[src/hw/rtl/rgb_to_hsv_pixel_converter_defines.svh]
`ifndef RGB_TO_HSV_PIXEL_CONVERTER_DEFINES_SVH
`define RGB_TO_HSV_PIXEL_CONVERTER_DEFINES_SVH

`ifndef SYNTHESIS

`define RTHSV_ASSERT_NOW(lbl, clk, rst, ante, cons) \
   lbl: assert property (@(posedge clk) disable iff (rst) (ante) |-> (cons)) \
      else $error("rthsv check failed");

`define RTHSV_ASSERT_NEXT(lbl, clk, rst, ante, cons) \
   lbl: assert property (@(posedge clk) disable iff (rst) (ante) |=> (cons)) \
      else $error("rthsv check failed");

`else

`define RTHSV_ASSERT_NOW(lbl, clk, rst, ante, cons)

`define RTHSV_ASSERT_NEXT(lbl, clk, rst, ante, cons)

`endif

`endif

[src/hw/rtl/rthsv_pkg.sv]
package rthsv_pkg;

   localparam int unsigned CHAN_W        = 8;
   localparam int unsigned NUM_W         = 2 * CHAN_W;
   localparam int unsigned BITS_PER_STEP = 2;
   localparam int unsigned DIV_STEPS     = CHAN_W / BITS_PER_STEP;
   localparam int unsigned STAGES        = DIV_STEPS + 2;

   localparam logic [CHAN_W-1:0] FULL_SCALE   = 8'd255;
   localparam logic [CHAN_W-1:0] HUE_STEP     = 8'd43;
   localparam logic [CHAN_W-1:0] OFS_RED      = 8'd0;
   localparam logic [CHAN_W-1:0] OFS_RED_WRAP = 8'd255;
   localparam logic [CHAN_W-1:0] OFS_GREEN    = 8'd85;
   localparam logic [CHAN_W-1:0] OFS_BLUE     = 8'd170;

   typedef logic [CHAN_W-1:0] chan_type;

   typedef struct packed {
      chan_type rem;
      chan_type rest;
      chan_type quot;
   } div_lane_type;

   typedef struct packed {
      chan_type     hi;
      chan_type     span;
      chan_type     offset;
      logic         neg;
      div_lane_type sat;
      div_lane_type hue;
   } pipe_type;

endpackage

[src/hw/rtl/rthsv_ifs.sv]
interface rthsv_req_if;
   logic               valid;
   logic               ready;
   rthsv_pkg::chan_type red;
   rthsv_pkg::chan_type green;
   rthsv_pkg::chan_type blue;

   modport source (output valid, output red, output green, output blue, input ready);
   modport sink (input valid, input red, input green, input blue, output ready);
endinterface

interface rthsv_rsp_if;
   logic               valid;
   logic               ready;
   rthsv_pkg::chan_type hue;
   rthsv_pkg::chan_type saturation;
   rthsv_pkg::chan_type brightness;

   modport source (output valid, output hue, output saturation, output brightness,
                   input ready);
   modport sink (input valid, input hue, input saturation, input brightness,
                 output ready);
endinterface

[src/hw/rtl/rthsv_classify.sv]
module rthsv_classify (
   input  logic                clock,
   input  logic                load,
   input  rthsv_pkg::chan_type red,
   input  rthsv_pkg::chan_type green,
   input  rthsv_pkg::chan_type blue,
   output rthsv_pkg::pipe_type stage_out
);
   import rthsv_pkg::*;

   pipe_type             stage_ff;
   pipe_type             stage_in;
   chan_type             hi;
   chan_type             lo;
   chan_type             span;
   chan_type             pos_c;
   chan_type             neg_c;
   chan_type             mag;
   logic                 red_top;
   logic                 green_top;
   logic                 minus;
   logic [NUM_W-1:0]     num_s;
   logic [NUM_W-1:0]     num_h;

   always_comb begin
      red_top   = (red >= green) && (red >= blue);
      green_top = !red_top && (green >= blue);
      if (red_top) begin
         hi    = red;
         pos_c = green;
         neg_c = blue;
      end else if (green_top) begin
         hi    = green;
         pos_c = blue;
         neg_c = red;
      end else begin
         hi    = blue;
         pos_c = red;
         neg_c = green;
      end
      lo = red;
      if (green < lo) lo = green;
      if (blue < lo) lo = blue;
      span  = hi - lo;
      minus = pos_c < neg_c;
      mag   = minus ? (neg_c - pos_c) : (pos_c - neg_c);
      num_s = NUM_W'(span) * NUM_W'(FULL_SCALE);
      num_h = NUM_W'(mag) * NUM_W'(HUE_STEP);

      stage_in.hi   = hi;
      stage_in.span = span;
      stage_in.neg  = minus;
      if (red_top) begin
         stage_in.offset = minus ? OFS_RED_WRAP : OFS_RED;
      end else if (green_top) begin
         stage_in.offset = OFS_GREEN;
      end else begin
         stage_in.offset = OFS_BLUE;
      end
      stage_in.sat.rem  = num_s[NUM_W-1:CHAN_W];
      stage_in.sat.rest = num_s[CHAN_W-1:0];
      stage_in.sat.quot = '0;
      stage_in.hue.rem  = num_h[NUM_W-1:CHAN_W];
      stage_in.hue.rest = num_h[CHAN_W-1:0];
      stage_in.hue.quot = '0;
   end

   always_ff @(posedge clock) begin
      if (load) begin
         stage_ff <= stage_in;
      end
   end

   assign stage_out = stage_ff;

endmodule

[src/hw/rtl/rthsv_div_step.sv]
module rthsv_div_step (
   input  logic                clock,
   input  logic                load,
   input  rthsv_pkg::pipe_type stage_prev,
   output rthsv_pkg::pipe_type stage_out
);
   import rthsv_pkg::*;

   pipe_type stage_ff;
   pipe_type stage_in;

   function automatic div_lane_type lane_step(div_lane_type lane, chan_type divisor);
      logic [CHAN_W:0] trial;
      div_lane_type    nxt;
      nxt = lane;
      for (int i = 0; i < BITS_PER_STEP; i++) begin
         trial    = {nxt.rem, nxt.rest[CHAN_W-1]};
         nxt.rest = nxt.rest << 1;
         nxt.quot = {nxt.quot[CHAN_W-2:0], 1'b0};
         if (trial >= {1'b0, divisor}) begin
            trial       = trial - {1'b0, divisor};
            nxt.quot[0] = 1'b1;
         end
         nxt.rem = trial[CHAN_W-1:0];
      end
      return nxt;
   endfunction

   always_comb begin
      stage_in     = stage_prev;
      stage_in.sat = lane_step(stage_prev.sat, stage_prev.hi);
      stage_in.hue = lane_step(stage_prev.hue, stage_prev.span);
   end

   always_ff @(posedge clock) begin
      if (load) begin
         stage_ff <= stage_in;
      end
   end

   assign stage_out = stage_ff;

endmodule

[src/hw/rtl/rthsv_finish.sv]
module rthsv_finish (
   input  logic                clock,
   input  logic                load,
   input  rthsv_pkg::pipe_type stage_prev,
   output rthsv_pkg::chan_type hue,
   output rthsv_pkg::chan_type saturation,
   output rthsv_pkg::chan_type brightness
);
   import rthsv_pkg::*;

   chan_type hue_ff;
   chan_type hue_in;
   chan_type sat_ff;
   chan_type sat_in;
   chan_type bright_ff;
   chan_type round_up;

   always_comb begin
      round_up = chan_type'(stage_prev.hue.rem != '0);
      if (stage_prev.span == '0) begin
         hue_in = '0;
      end else if (stage_prev.neg) begin
         hue_in = stage_prev.offset - stage_prev.hue.quot - round_up;
      end else begin
         hue_in = stage_prev.offset + stage_prev.hue.quot;
      end
      sat_in = (stage_prev.hi == '0) ? '0 : stage_prev.sat.quot;
   end

   always_ff @(posedge clock) begin
      if (load) begin
         hue_ff    <= hue_in;
         sat_ff    <= sat_in;
         bright_ff <= stage_prev.hi;
      end
   end

   assign hue        = hue_ff;
   assign saturation = sat_ff;
   assign brightness = bright_ff;

endmodule

[src/hw/rtl/rgb_to_hsv_pixel_converter.sv]
// One pixel per cycle unless rsp_bus.ready holds back a full pipeline;
// six register stages (classify, four two-bit restoring divide steps
// shared by saturation and hue, finish) lie between req and rsp beats.
// Reset is synchronous and clears the stage valid bits only; the datapath
// registers are not reset.
`include "rgb_to_hsv_pixel_converter_defines.svh"

module rgb_to_hsv_pixel_converter (
   input logic         clock,
   input logic         reset,
   rthsv_req_if.sink   req_bus,
   rthsv_rsp_if.source rsp_bus
);
   import rthsv_pkg::*;

   logic [STAGES-1:0] pipe_valid_ff;
   logic [STAGES-1:0] pipe_valid_in;
   logic [STAGES-1:0] advance;
   pipe_type          stage_q [DIV_STEPS+1];

   always_comb begin
      advance[STAGES-1] = !pipe_valid_ff[STAGES-1] || rsp_bus.ready;
      for (int k = STAGES - 2; k >= 0; k--) begin
         advance[k] = !pipe_valid_ff[k] || advance[k+1];
      end
      pipe_valid_in = {pipe_valid_ff[STAGES-2:0], req_bus.valid};
   end

   always_ff @(posedge clock) begin
      if (reset) begin
         pipe_valid_ff <= '0;
      end else begin
         for (int k = 0; k < STAGES; k++) begin
            if (advance[k]) begin
               pipe_valid_ff[k] <= pipe_valid_in[k];
            end
         end
      end
   end

   rthsv_classify u_classify (
      .clock     (clock),
      .load      (advance[0]),
      .red       (req_bus.red),
      .green     (req_bus.green),
      .blue      (req_bus.blue),
      .stage_out (stage_q[0])
   );

   for (genvar g = 0; g < DIV_STEPS; g++) begin : g_div
      rthsv_div_step u_div_step (
         .clock      (clock),
         .load       (advance[g+1]),
         .stage_prev (stage_q[g]),
         .stage_out  (stage_q[g+1])
      );
   end

   rthsv_finish u_finish (
      .clock      (clock),
      .load       (advance[STAGES-1]),
      .stage_prev (stage_q[DIV_STEPS]),
      .hue        (rsp_bus.hue),
      .saturation (rsp_bus.saturation),
      .brightness (rsp_bus.brightness)
   );

   assign req_bus.ready = advance[0];
   assign rsp_bus.valid = pipe_valid_ff[STAGES-1];

   `RTHSV_ASSERT_NEXT(a_accept_lands, clock, reset, req_bus.valid && req_bus.ready, pipe_valid_ff[0])
   `RTHSV_ASSERT_NOW(a_hue_range, clock, reset, rsp_bus.valid, rsp_bus.hue != 8'd255)
   `RTHSV_ASSERT_NOW(a_black_pixel, clock, reset, rsp_bus.valid && rsp_bus.brightness == 8'd0, rsp_bus.saturation == 8'd0 && rsp_bus.hue == 8'd0)

endmodule
[src/flat_wrapper.sv]
// flat-port wrapper written by rule: the top's interface ports become plain ports
module rgb_to_hsv_pixel_converter_flat import rthsv_pkg::*;
  (clock, reset, req_bus_valid, req_bus_red, req_bus_green, req_bus_blue, req_bus_ready, rsp_bus_valid, rsp_bus_hue, rsp_bus_saturation, rsp_bus_brightness, rsp_bus_ready);
  rthsv_req_if req_bus_i ();
  rthsv_rsp_if rsp_bus_i ();
  input logic clock;
  input logic reset;
  input wire logic [$bits(req_bus_i.valid)-1:0] req_bus_valid;
  input wire logic [$bits(req_bus_i.red)-1:0] req_bus_red;
  input wire logic [$bits(req_bus_i.green)-1:0] req_bus_green;
  input wire logic [$bits(req_bus_i.blue)-1:0] req_bus_blue;
  output wire logic [$bits(req_bus_i.ready)-1:0] req_bus_ready;
  output wire logic [$bits(rsp_bus_i.valid)-1:0] rsp_bus_valid;
  output wire logic [$bits(rsp_bus_i.hue)-1:0] rsp_bus_hue;
  output wire logic [$bits(rsp_bus_i.saturation)-1:0] rsp_bus_saturation;
  output wire logic [$bits(rsp_bus_i.brightness)-1:0] rsp_bus_brightness;
  input wire logic [$bits(rsp_bus_i.ready)-1:0] rsp_bus_ready;
  assign req_bus_i.valid = req_bus_valid;
  assign req_bus_i.red = req_bus_red;
  assign req_bus_i.green = req_bus_green;
  assign req_bus_i.blue = req_bus_blue;
  assign req_bus_ready = req_bus_i.ready;
  assign rsp_bus_valid = rsp_bus_i.valid;
  assign rsp_bus_hue = rsp_bus_i.hue;
  assign rsp_bus_saturation = rsp_bus_i.saturation;
  assign rsp_bus_brightness = rsp_bus_i.brightness;
  assign rsp_bus_i.ready = rsp_bus_ready;
  rgb_to_hsv_pixel_converter u_core (.clock(clock), .reset(reset), .req_bus(req_bus_i), .rsp_bus(rsp_bus_i));
endmodule
[config.mk]
export PLATFORM = sky130hd
export DESIGN_NAME = rgb_to_hsv_pixel_converter_flat
export DESIGN_NICKNAME = d
export VERILOG_FILES = /design/src/hw/rtl/rthsv_pkg.sv /design/src/hw/rtl/rthsv_ifs.sv /design/src/hw/rtl/rthsv_classify.sv /design/src/hw/rtl/rthsv_div_step.sv /design/src/hw/rtl/rthsv_finish.sv /design/src/hw/rtl/rgb_to_hsv_pixel_converter.sv /design/src/flat_wrapper.sv
export VERILOG_INCLUDE_DIRS = /design/src /design/src/hw/rtl
export SDC_FILE = /design/constraint.sdc
export NUM_CORES = 1
export LEC_CHECK = 0
export BUFFER_PORTS_ARGS = -buffer_cell sky130_fd_sc_hd__buf_2
export CAP_MARGIN = 10
export CORE_AREA = 2 2 321 164
export CTS_CLUSTER_SIZE = 24
export DETAILED_ROUTE_END_ITERATION = 12
export DIE_AREA = 0 0 323 166
export GPL_ROUTABILITY_DRIVEN = 0
export PLACE_DENSITY = 0.55
export SYNTH_ARGS = -nofsm -noshare
export SYNTH_HDL_FRONTEND = slang
export SYNTH_SLANG_ARGS = --single-unit
[constraint.sdc]
create_clock -name clock -period 9.15 [get_ports clock]
set_clock_uncertainty 0.1 [all_clocks]
set_input_delay 0.915 -clock clock [delete_from_list [all_inputs] [get_ports clock]]
set_output_delay 0.915 -clock clock [all_outputs]
set_load 0.005 [all_outputs]
==> metrics.log <==
INFO  metric setup-violations-final = 0
INFO  metric cp_data_required_time = between 9000 and 10000 ps
INFO  metric timing.final.max_slew_violations = 0
INFO  metric nNetsFinal = 2287
INFO  metric seq_area_frac_synth = around two fifths
INFO  metric grt_first_pass_wirelength = 72.3 mm
INFO  metric synth_area_leaders = edfxtp_1 40%, ha_1 17%, mux2_2 5.5%, fa_1 5.2%, inv_1 4.9%
INFO  metric timing.slew.headroom = roughly 27%
INFO  metric h-tree-depth = 1
INFO  metric track_usage = 16.9%
INFO  metric post-place-ws = -417 ps
INFO  metric floorplan.die.height = around 170 µm
INFO  metric setup_ws = around 670 ps
INFO  metric route.vias.total = roughly 13000
INFO  metric clkTransAtPathRegs = about 60 ps
INFO  metric synthTopCellsByCount = 275 x ha_1, 265 x edfxtp_1, 265 x inv_1
INFO  metric tritoncts = yes
INFO  metric grt_pass1_vias = ~13000
INFO  metric hold_viol = 0
INFO  metric worst_path_dominant_cell_family = adder cells
INFO  metric drt_first_pass_iters = 5
INFO  metric synth_area = just over 20000 µm²
INFO  metric antenna_found_initial = 0
INFO  metric fraction_of_layout_instances_using_a_drive_strength_above_1 = 13.3%
INFO  metric finalCriticalPeriod = between 8000 and 9000 ps
INFO  metric cts-root-buf = clkbuf_16
INFO  metric criticalPathCategory = primary input to flip-flop
INFO  metric top_ff_cell_synth = edfxtp_1
INFO  metric timing.final.crit_share = slightly above 90%
INFO  metric grt_start_max_net_pins = 51
INFO  metric synth.ff_latch_count = 271
INFO  metric core = between 50000 and 60000 µm²
INFO  metric numPortBuffers = 53
INFO  metric post-synth-top-count-cell = ha_1
INFO  metric starting_density_of_the_core = about 39%
INFO  metric detailed_place_hpwl = about 36 mm
INFO  metric die_w = 323 µm
INFO  metric synthDominantAreaCellType = edfxtp_1
INFO  metric number_of_enable_type_register_cells_in_the_synthesized_netlist = 265
INFO  metric tritoncts.num_buffers = 28
INFO  metric worst-slew-pin-transition = 1090 ps
INFO  metric cap_viol_max_count = 0
INFO  metric postRouteWirelength = around 45 mm
INFO  metric worst_hold_path_type = flip-flop to flip-flop
INFO  metric worst-endpoint-arrival = 8670 ps
INFO  metric startpoint_type = primary input
INFO  metric vias_per_cell = between 5 and 6
INFO  metric post_drt_wl_per_cell = roughly 17 µm
INFO  metric cts_max_path_buffers = 3
INFO  metric die_footprint = approximately 54000 µm²
INFO  metric grt-ovfl-total = 0
INFO  metric detail_route.drc_violations = 0
INFO  metric cp_num_buf_inv = 7
INFO  metric detail_route.iter0.violations = around 950
INFO  metric worst_path_max_delay_cell = fa_1
INFO  metric area.growth.synth_to_final = 11.9%
INFO  metric yosys.cell_types.count = 65
INFO  metric post-synth-top-area-fraction = ~40%
INFO  metric post_synth_inst_count = approximately 1800
INFO  metric unrepaired_setup_endpoints_after_global_routing = no
INFO  metric clock-sinks = between 200 and 300
INFO  metric clkLatencyLatePin = about 580 ps
INFO  metric route.antenna.remaining_nets = 0
INFO  metric syn_avg_cell_area = roughly 11 µm²
INFO  metric num_rows = a little under 60
INFO  metric max_clock_freq = approximately 120 MHz
INFO  metric finalSetupTns = 0 ps
INFO  metric syn-num-nets = approximately 2200
INFO  metric antenna-diode-count = 0
INFO  metric critical_path.max_fanout = 7
INFO  metric critical_path.endpoint_type = flip-flop
INFO  metric boundaryPins = 54
INFO  metric synth_async_sr_flop_share = 0%
INFO  metric synth-warning-count = 0
INFO  metric outcome = complete, no violations
INFO  metric max_stage_delay = just over 600 ps
-- area by class of cell --
class	count	area, µm²
Inverter	265	995
Timing Repair Buffer	87	533
Fill cell	4839	28600
Tap cell	701	877
Clock buffer	31	712
Multi-Input combinational cell	1279	11100
Sequential cell	271	8080
Clock inverter	20	249
-- metrics by stage --
step | hold WS, ps | area (µm²) | cells | utilization, %
global route | 309 | 22500 | 2654 | 44.1
detailed placement | 305 | 21500 | 2602 | 42.1
CTS | 292 | 22500 | 2653 | 44.0
global placement | 301 | 21500 | 2602 | 42.1
finish | 293 | 22500 | 2654 | 44.1
floorplan | 300 | 20100 | 1831 | -
-- timing repair --
action	CTS	global route
endpoints found under the setup margin	0	7
resized for setup	0	9
endpoints found under the hold margin	0	0
setup buffers	0	1
hold buffers	0	0
-- worst register-to-register path, cell delays in order (launching register included) --
cell	delay [ps]
edfxtp_1	480
inv_1	180
ha_1	270
nor2b_1	140
o21ai_0	230
a21boi_0	210
o31ai_1	400
a21oi_2	160
a21oi_2	500
mux2_2	440
inv_1	60
ha_1	230
nor2b_1	130
o21ai_0	250
a21boi_0	190
o21ai_0	310
a21oi_1	170
o21a_1	250
a2111oi_4	710
mux2_2	420
-- kinds of logic (layout without fill, tap and decap cells) --
kind of cell,after synthesis,count (layout),synth area share [%]
fa+ha+maj,327,327,22.3
flops,271,271,40.1
compound gates,366,366,11.7
buf+inv,281,403,5.25
xor+xnor,120,120,5.26
simple gates,324,324,7.69
mux,142,142,7.68
-- layout by cell type (no fill, tap or decap), types with 32 or more instances in the layout --
cell | Yosys | layout
nor2b_1 | 32 | 32
fa_1 | 52 | 52
a21oi_1 | 132 | 130
a21o_1 | 46 | 46
nor2_1 | 135 | 135
xnor2_1 | 77 | 77
inv_1 | 265 | 264
xor2_1 | 42 | 42
mux2i_1 | 43 | 43
ha_1 | 275 | 275
o21ai_0 | 75 | 75
buf_4 | 0 | 33
mux2_2 | 99 | 99
buf_2 | 1 | 53
nand2_1 | 49 | 47
edfxtp_1 | 265 | 265
-- sequential cells by signal, indices dropped and copies added (netlist names) --
signal / flops
u_core.g_div.u_div_step.stage_out: 193
u_core.u_finish.hue: 8
u_core.pipe_valid_ff: 6
u_core.u_classify.stage_out: 48
u_core.u_finish.saturation: 8
u_core.u_finish.brightness: 8
-- path summary, 6_finish.rpt --
kind	startpoint	endpoint	slack, ps	cells after the start
worst max register to register	u_core.u_classify.stage_out[66]	u_core.g_div[0].u_div_step.stage_out[44]	3070	19
worst max-delay path	req_bus_red[5]	u_core.u_classify.stage_out[46]	670	36
worst min register to register	u_core.g_div[1].u_div_step.stage_out[54]	u_core.g_div[2].u_div_step.stage_out[54]	290	0
worst min-delay path	u_core.g_div[1].u_div_step.stage_out[54]	u_core.g_div[2].u_div_step.stage_out[54]	290	0
-- layer usage --
metal | routed length (µm) | GRT usage, % | vias up | part of all wire [%]
met5 | 0 | 0 | - | 0
met4 | 651 | 2.59 | 0 | 1.4
met3 | 1560 | 2.10 | 42 | 3.4
met2 | 15600 | 20.8 | 213 | 35
met1 | 27300 | 30.1 | 6331 | 61
li1 | - | - | 6706 | -
Power is left out: the tool's default activity adds up to more than one toggle a clock period on the data nets, which glitch-free logic cannot reach.
